<file path="config.mk">
export PLATFORM = sky130hd
export DESIGN_NAME = integer_cube_root
export DESIGN_NICKNAME = d
export VERILOG_FILES = /design/src/rtl/icr_pkg.sv /design/src/rtl/icr_step.sv /design/src/rtl/integer_cube_root.sv
export SDC_FILE = /design/constraint.sdc
export NUM_CORES = 1
export LEC_CHECK = 0
export ABC_AREA = 1
export BUFFER_PORTS_ARGS = -buffer_cell sky130_fd_sc_hd__buf_2
export CORE_MARGIN = 2
export CORE_UTILIZATION = 63
export DETAILED_ROUTE_END_ITERATION = 8
export PLACE_DENSITY = 0.82
export SLEW_MARGIN = 15
export SYNTH_ARGS = -nofsm -noshare
export SYNTH_HDL_FRONTEND = slang
export SYNTH_SLANG_ARGS = --single-unit
</file>
<file path="constraint.sdc">
create_clock -name i_clk -period 6.5 [get_ports i_clk]
set_input_delay 1.625 -clock i_clk [delete_from_list [all_inputs] [get_ports i_clk]]
set_output_delay 1.625 -clock i_clk [all_outputs]
set_load 0.1 [all_outputs]
</file>
<file path="src/rtl/icr_pkg.sv">
// Package: widths, step state and controller states for the integer cube root block.
package icr_pkg;

    // Radicand width and the number of three-bit digit groups it spans
    localparam int RADICAND_BITS = 31;
    localparam int STEPS         = (RADICAND_BITS + 2) / 3;

    // Width of the root field on the port
    localparam int ROOT_BITS     = 11;

    // Internal widths of the digit-by-digit datapath
    localparam int ROOT_W = STEPS;
    localparam int SQ_W   = 2 * STEPS;
    localparam int PAD_W  = 3 * STEPS;
    localparam int B_W    = 2 * STEPS + 2;
    localparam int REM_W  = (PAD_W > B_W) ? PAD_W : B_W;
    localparam int CNT_W  = $clog2(STEPS + 1);

    // Partial remainder, partial root and its square, carried between steps
    typedef struct packed {
        logic [REM_W-1:0]  rem;
        logic [ROOT_W-1:0] root;
        logic [SQ_W-1:0]   sq;
    } t_step_state;

    // Controller states
    typedef enum logic {
        ST_IDLE,
        ST_RUN
    } t_state;

endpackage

</file>
<file path="src/rtl/icr_step.sv">
// Shared step unit: one bit of the cube root per use, from one three-bit radicand group.
module icr_step (
    input  icr_pkg::t_step_state i_cur,
    input  logic [2:0]           i_bits,
    output icr_pkg::t_step_state o_nxt
);
    import icr_pkg::*;

    logic [ROOT_W-1:0] w_ys;
    logic [SQ_W-1:0]   w_y2s;
    logic [REM_W-1:0]  w_rsh;
    logic [REM_W-1:0]  w_b;
    logic              w_take;

    // Double the root, shift in the next digit group, and try 3y(y+1)+1
    always_comb begin
        w_ys   = i_cur.root << 1;
        w_y2s  = i_cur.sq << 2;
        w_rsh  = REM_W'({i_cur.rem, i_bits});
        w_b    = REM_W'(w_y2s) + (REM_W'(w_y2s) << 1)
               + REM_W'(w_ys) + (REM_W'(w_ys) << 1) + REM_W'(1);
        w_take = (w_rsh >= w_b);

        o_nxt.rem  = w_take ? (w_rsh - w_b) : w_rsh;
        o_nxt.root = w_take ? (w_ys + ROOT_W'(1)) : w_ys;
        o_nxt.sq   = w_take ? (w_y2s + (SQ_W'(w_ys) << 1) + SQ_W'(1)) : w_y2s;
    end

endmodule

</file>
<file path="src/rtl/integer_cube_root.sv">
// Floor cube root of a 31-bit unsigned radicand, one root bit per three-bit radicand group.
// It runs 11 digit steps, one per cycle, but the last step waits while the output register is full.
// A new radicand is taken only in idle, after the last step: the single shared step unit serves one.
// A finished root waits in the output register while the next radicand is taken.
// Reset (i_rst_n low, synchronous) returns the controller to idle and drops o_valid.
module integer_cube_root (
    input  logic                                i_clk,
    input  logic                                i_rst_n,
    input  logic                                i_valid,
    output logic                                o_ready,
    input  logic [icr_pkg::RADICAND_BITS-1:0]   i_radicand,
    output logic                                o_valid,
    input  logic                                i_ready,
    output logic [icr_pkg::ROOT_BITS-1:0]       o_root
);
    import icr_pkg::*;

    t_state            r_state, n_state;
    logic [CNT_W-1:0]  r_cnt, n_cnt;
    logic [PAD_W-1:0]  r_rad, n_rad;
    t_step_state       r_cur, n_cur;
    logic [ROOT_BITS-1:0] r_root, n_root;
    logic              r_out_valid, n_out_valid;

    t_step_state       w_step;
    logic              w_last;
    logic              w_out_free;
    logic              w_accept;
    logic              w_step_en;
    logic              w_finish;

    // Shared digit step unit
    icr_step u_step (
        .i_cur  (r_cur),
        .i_bits (r_rad[PAD_W-1 -: 3]),
        .o_nxt  (w_step)
    );

    assign w_last     = (r_cnt == '0);
    assign w_out_free = !r_out_valid || i_ready;

    // Next state
    always_comb begin
        n_state = r_state;
        case (r_state)
            ST_IDLE: begin
                if (i_valid) n_state = ST_RUN;
            end
            ST_RUN: begin
                if (w_last && w_out_free) n_state = ST_IDLE;
            end
            default: n_state = ST_IDLE;
        endcase
    end

    // Controller outputs
    always_comb begin
        o_ready   = 1'b0;
        w_step_en = 1'b0;
        w_finish  = 1'b0;
        case (r_state)
            ST_IDLE: begin
                o_ready = 1'b1;
            end
            ST_RUN: begin
                w_step_en = !w_last || w_out_free;
                w_finish  = w_last && w_out_free;
            end
            default: begin
                o_ready = 1'b0;
            end
        endcase
    end

    assign w_accept = i_valid && o_ready;

    // Load a new radicand, advance one digit, or hold
    always_comb begin
        n_cnt       = r_cnt;
        n_rad       = r_rad;
        n_cur       = r_cur;
        n_root      = r_root;
        n_out_valid = r_out_valid;
        if (r_out_valid && i_ready) n_out_valid = 1'b0;
        if (w_accept) begin
            n_rad = PAD_W'(i_radicand);
            n_cur = '0;
            n_cnt = CNT_W'(STEPS - 1);
        end else if (w_step_en) begin
            n_rad = r_rad << 3;
            n_cur = w_step;
            if (!w_last) n_cnt = r_cnt - CNT_W'(1);
        end
        if (w_finish) begin
            n_root      = ROOT_BITS'(w_step.root);
            n_out_valid = 1'b1;
        end
    end

    // Control registers
    always_ff @(posedge i_clk) begin
        if (!i_rst_n) begin
            r_state     <= ST_IDLE;
            r_out_valid <= 1'b0;
        end else begin
            r_state     <= n_state;
            r_out_valid <= n_out_valid;
        end
    end

    // Datapath registers
    always_ff @(posedge i_clk) begin
        r_cnt  <= n_cnt;
        r_rad  <= n_rad;
        r_cur  <= n_cur;
        r_root <= n_root;
    end

    assign o_valid = r_out_valid;
    assign o_root  = r_root;

endmodule

</file>
==> results of run 1 <==
-- registers in the layout, indices dropped and copies added, names as in the netlist --
register	flops
o_root	11
o_valid	1
r_cnt	4
r_cur	58
r_rad	33
r_state	1
-- cell usage after synthesis, drive strengths merged, types with 15 or more instances --
master  number  share of area (%)
a21oi       66                3.8
buf         17                1.2
ha          78                 11
edfxtp      42                 14
nor3        17               0.99
nand2      469                 20
clkbuf      15               0.62
nand3      108                6.0
dfxtp       66                 14
o21ai       67                3.7
nor2       122                5.4
inv        173                7.1
xor2        23                2.2
xnor2       30                2.9
nand4       17                1.2
-- critical path, delay by kind of cell, from the launching register on --
family	cells	cell delay (ps)
and+or+nand+nor	16	1820
adders and majority gates	5	1660
buffers and inverters	6	720
AOI/OAI and AO/OA	4	700
DFF	1	470
xor gates and xnor gates	2	340
-- metrics by stage --
stage	instances	hold slack, ps	worst slack, ps
floorplan	1377	427	1780
global placement	1585	441	755
detailed placement	1585	443	676
CTS	1601	457	649
global route	1601	487	134
finish	1601	458	696
-- cell families after synthesis --
group | Yosys count
AND/OR/NAND/NOR | 753
buffers and inverters | 205
AO/OA/AOI/OAI | 171
flip-flops | 108
adder cells (fa/ha/maj) | 87
XOR/XNOR | 53
-- how the worst max path moves through the flow --
stage                     cells past startpoint  slack, ps                      to
after floorplan                              32       1780  r_cur[59]$_SDFFE_PP0P_
after global placement                       31        760  r_cur[57]$_SDFFE_PP0P_
after detailed placement                     33        680  r_cur[57]$_SDFFE_PP0P_
after CTS                                    35        650  r_cur[57]$_SDFFE_PP0P_
after global routing                         31        130  r_cur[57]$_SDFFE_PP0P_
final                                        33        700  r_cur[57]$_SDFFE_PP0P_
-- layout make-up --
cell class | count | share of cell area, %
clock buffers | 10 | 2.33
clock inverters | 6 | 0.586
inverters | 173 | 6.62
multi-input cells | 1064 | 58.6
flip-flops and latches | 108 | 26.3
well taps | 184 | 2.35
repair buffers | 56 | 3.21
-- metal layers --
metal,vias up,share of wire [%],GRT usage (%)
met4,0,2.2,10.3
met2,297,44,49.8
li1,4527,-,-
met3,40,6.9,4.64
met1,3965,47,44.8
met5,-,0,0
==> key figures, run 1 <==
Timing
  • Final cycle utilization of the critical path: 89.3%
  • Layout Skew: 11.6 ps
  • Hold Vio Cnt, Final: 0
  • Final slew viol count: 0
  • FMAX: 172 MHz
  • RSZ-0062 raised after global routing: no
  • Final setup viols: 0
  • TNS Setup: 0 ps
  • Final period demand of the worst path: 5800 ps
  • Worst-margin pin slew: 799 ps
  • Slew headroom: 46.7%

Logic synthesis
  • Synthesized instance count: 1377
  • Syn Area/Cell: 6.64 um2
  • Post-Synth Adder-Cell Area: 12.6%
  • Main combinational cell family by area after synthesis: simple AND/OR/NAND/NOR gates
  • Synth Flop Type: dfxtp_1
  • Post-synthesis mux area share: 0%
  • Sequential area share after synthesis: 28.2%
  • Syn Nets: 1499
  • Post-synth EDFFs: 42
  • Synth Register Bits: 108
  • FFs w/ async S/R, synth: 0%
  • Complex-gate fraction of the synthesized area: 10.5%
  • Mapped Area: 0.00914 mm2
  • Ys Warns: 0
  • Simple-gate portion of the synthesized area: 34.6%
  • Xor/xnor share of the synthesized area: 5.08%
  • Synth unique cells: 44

Placement
  • Dpl hpwl: 19000 um
  • Gpl congestion: 0.951
  • Post-DP Area: 0.00953 mm2
  • PortBufs: 47

Clocking
  • Hold-fix buffers at CTS: 0
  • Setup Fix Bufs, Post-CTS: 0
  • Post-CTS resize count: 0
  • Clock transition at path regs: 80 ps
  • Clock buffer depth: 2
  • Clock Latency Late Sink: 360 ps
  • CTS Root Cell: clkbuf_16
  • CTS buffer count: 9
  • CTS tree: built
  • Sink count of the clock tree: 108
  • H-tree Lvls: 3

Global route
  • First-pass GRT wire length: 40100 um
  • Total track usage: 31.6%
  • Global-route congestion overflow total: 0
  • Initial antenna violation count: 0
  • Pin count of the biggest net entering global routing: 73
  • Vias in the first global route: 8252

Detailed routing
  • Total vias in the final route: 8829
  • Drt wl/cell: 15.2 um
  • DR DRC count: 0
  • Vias/cell: 5.51
  • ANT nets after route: 0
  • Pre-antenna DRT Iters: 5
  • Routed WL: 24300 um
  • 1st-iter DRT viols: 800

Floorplan
  • Num rows: 44
  • Full die area: 0.0155 mm2
  • Core area: 0.0144 mm2
  • Die height: 124 um
  • Die Wd: 124 um
  • I/O pin count: 48
  • Initial core utilization: 63.6%

Layout
  • Multi-input logic area: 0.00575 mm2
  • Fin area: 0.00981 mm2
  • # fillers: 1291
  • Register area: 0.00258 mm2
  • Layout cells sized above 1: 7.41%
  • Fin util: 68.3%
  • Most common cell after layout, fill and taps aside: nand2_1
  • N_diodes: 0
  • Most frequent cells in the layout: nand2_1 (460), inv_1 (168), nor2_1 (112), nand3_1 (106), ha_1 (78)
  • Final nets: 1534
  • Area grow syn2layout: 7.35%

Min path
  • Worst Hold Class: register to register
  • WHS Endpoint: r_cur[61]$_SDFFE_PP0P_
  • Worst hold path depth: 2
  • HP Start: r_cur[61]$_SDFFE_PP0P_

Critical path
  • Crit-path max cell delay: 470 ps
  • Critical-path maximum fanout: 32
  • R2R Path End: r_cur[57]$_SDFFE_PP0P_
  • CP Launch Type: register
  • R2R setup slack: 700 ps
  • Nature of the critical path endpoint: register
  • Worst Setup SP: r_cur[23]$_SDFFE_PP0P_
  • Setup CP Type: register to register
  • Reg2reg path depth: 33
  • CP arrival: 6060 ps
  • Worst R2R Start: r_cur[23]$_SDFFE_PP0P_
  • Critical Path Most Common Cell: nand2_1
  • WP data required: 6760 ps
  • Crit-path slowest cell: dfxtp_1

Run status
  • Outcome: complete, no violations

Job
  • Max-cap violations: 0
Power of run 1 is left out: the tool's default activity adds up to more than one toggle a clock period on the data nets, which glitch-free logic cannot reach.
==> run 2, diff against run 1 <==
- RECOVER_POWER: not set -> 50
==> key figures, run 2 (same netlist as run 1, synthesis figures left out) <==
Timing
  • Hold Vio Cnt, Final: 0
  • RSZ-0062 raised after global routing: no
  • Final cycle utilization of the critical path: 89.7%
  • Final slew viol count: 84
  • Setup ws final: 669 ps
  • TNS Setup: 0 ps
  • Final setup viols: 0
  • Final period demand of the worst path: 5830 ps
  • Layout Skew: 12.1 ps
  • Worst-margin pin slew: 2430 ps
  • FMAX: 172 MHz
  • Slew headroom: -61.7%

Critical path
  • R2R setup slack: 670 ps
  • CP Launch Type: register
  • Worst Setup SP: r_cur[23]$_SDFFE_PP0P_
  • Crit-path max cell delay: 470 ps
  • Reg2reg path depth: 34
  • Worst R2R Start: r_cur[23]$_SDFFE_PP0P_
  • WP data required: 6800 ps
  • R2R Path End: r_cur[17]$_SDFFE_PP0P_
  • Critical Path Most Common Cell: nand2_1
  • Crit path to: r_cur[17]$_SDFFE_PP0P_
  • Setup CP Type: register to register
  • Crit-path slowest cell: dfxtp_1
  • CP arrival: 6130 ps
  • Nature of the critical path endpoint: register
  • Critical-path maximum fanout: 32

Clocking
  • Clock Latency Late Sink: 360 ps
  • Sink count of the clock tree: 108
  • Hold-fix buffers at CTS: 0
  • H-tree Lvls: 3
  • Post-CTS resize count: 0
  • CTS buffer count: 9
  • Setup Fix Bufs, Post-CTS: 0
  • Clock transition at path regs: 80 ps
  • CTS Root Cell: clkbuf_16
  • Clock buffer depth: 2
  • CTS tree: built

Detailed routing
  • Routed WL: 24300 um
  • Drt wl/cell: 15.2 um
  • Vias/cell: 5.55
  • Total vias in the final route: 8889
  • DR DRC count: 0
  • ANT nets after route: 0
  • Pre-antenna DRT Iters: 5
  • 1st-iter DRT viols: 788

Layout
  • N_diodes: 0
  • Multi-input logic area: 0.00575 mm2
  • Most common cell after layout, fill and taps aside: nand2_1
  • Non-filler cells, final: 1601
  • Layout cells sized above 1: 6.21%
  • Final nets: 1534
  • Area grow syn2layout: 7.02%
  • Max reg flops: 58
  • # fillers: 1307
  • Largest register by flop count: r_cur
  • Register area: 0.00258 mm2
  • Most frequent cells in the layout: nand2_1 (460), inv_1 (168), nor2_1 (113), nand3_1 (106), ha_1 (78)

Placement
  • Gpl congestion: 0.951
  • Worst slack at placement: 676 ps
  • Cell Count Post-Placement: 1585
  • PortBufs: 47
  • Dpl hpwl: 19000 um

Global route
  • First-pass GRT wire length: 40100 um
  • Global-route congestion overflow total: 0
  • Pin count of the biggest net entering global routing: 73
  • Initial antenna violation count: 0
  • Vias in the first global route: 8252
  • Total track usage: 31.6%

Floorplan
  • I/O pin count: 48
  • Full die area: 0.0155 mm2
  • Num rows: 44
  • Die height: 124 um
  • Die Wd: 124 um
  • Core area: 0.0144 mm2
  • Initial core utilization: 63.6%

Min path
  • Worst hold path depth: 2
  • Worst Hold Class: register to register

Run status
  • Outcome: complete, but fails checks
  • Failing checks: max-capacitance violations, max-slew violations

Job
  • Max-cap violations: 2
## run 2: critical path, delay by kind of cell (launching register included)
family / cells / cell delay, ps
and+or+nand+nor: 17 / 1920
adders and majority gates: 5 / 1660
buffers and inverters: 7 / 750
AOI/OAI and AO/OA: 3 / 630
DFF: 1 / 470
xor gates and xnor gates: 2 / 340
## run 2: layer usage
layer	GRT usage [%]	vias up	part of all wire, %
met2	49.8	294	44
li1	-	4525	-
met4	10.3	0	2.2
met5	0	-	0
met3	4.64	42	6.6
met1	44.8	4028	47
## run 2: worst min-delay path by stage
| stage | slack, ps | end | from |
|---|---|---|---|
| floorplan | 430 | r_cur[61]$_SDFFE_PP0P_ | r_cur[61]$_SDFFE_PP0P_ |
| global placement | 440 | r_cur[61]$_SDFFE_PP0P_ | r_cur[61]$_SDFFE_PP0P_ |
| detailed placement | 440 | r_cur[61]$_SDFFE_PP0P_ | r_cur[61]$_SDFFE_PP0P_ |
| CTS | 460 | r_cur[61]$_SDFFE_PP0P_ | r_cur[61]$_SDFFE_PP0P_ |
| global route | 490 | r_cur[60]$_SDFFE_PP0P_ | r_cur[60]$_SDFFE_PP0P_ |
| finish | 460 | r_cur[61]$_SDFFE_PP0P_ | r_cur[61]$_SDFFE_PP0P_ |
## run 2: area by class of cell
type	instances	area share (%)
repair buffers	56	2.94
well taps	184	2.35
clock buffers	10	2.34
multi-input cells	1064	58.7
clock inverters	6	0.588
flip-flops and latches	108	26.4
inverters	173	6.64
## run 2: metrics by stage
step                      cell area (um2)  util [%]  hold WS, ps
final                                9780      68.1          458
after global routing                 9780      68.1          487
after CTS                            9810      68.3          457
after detailed placement             9530      66.3          443
after global placement               9530      66.3          441
after floorplan                      9140         -          427
Power of run 2 is left out for the same reason.
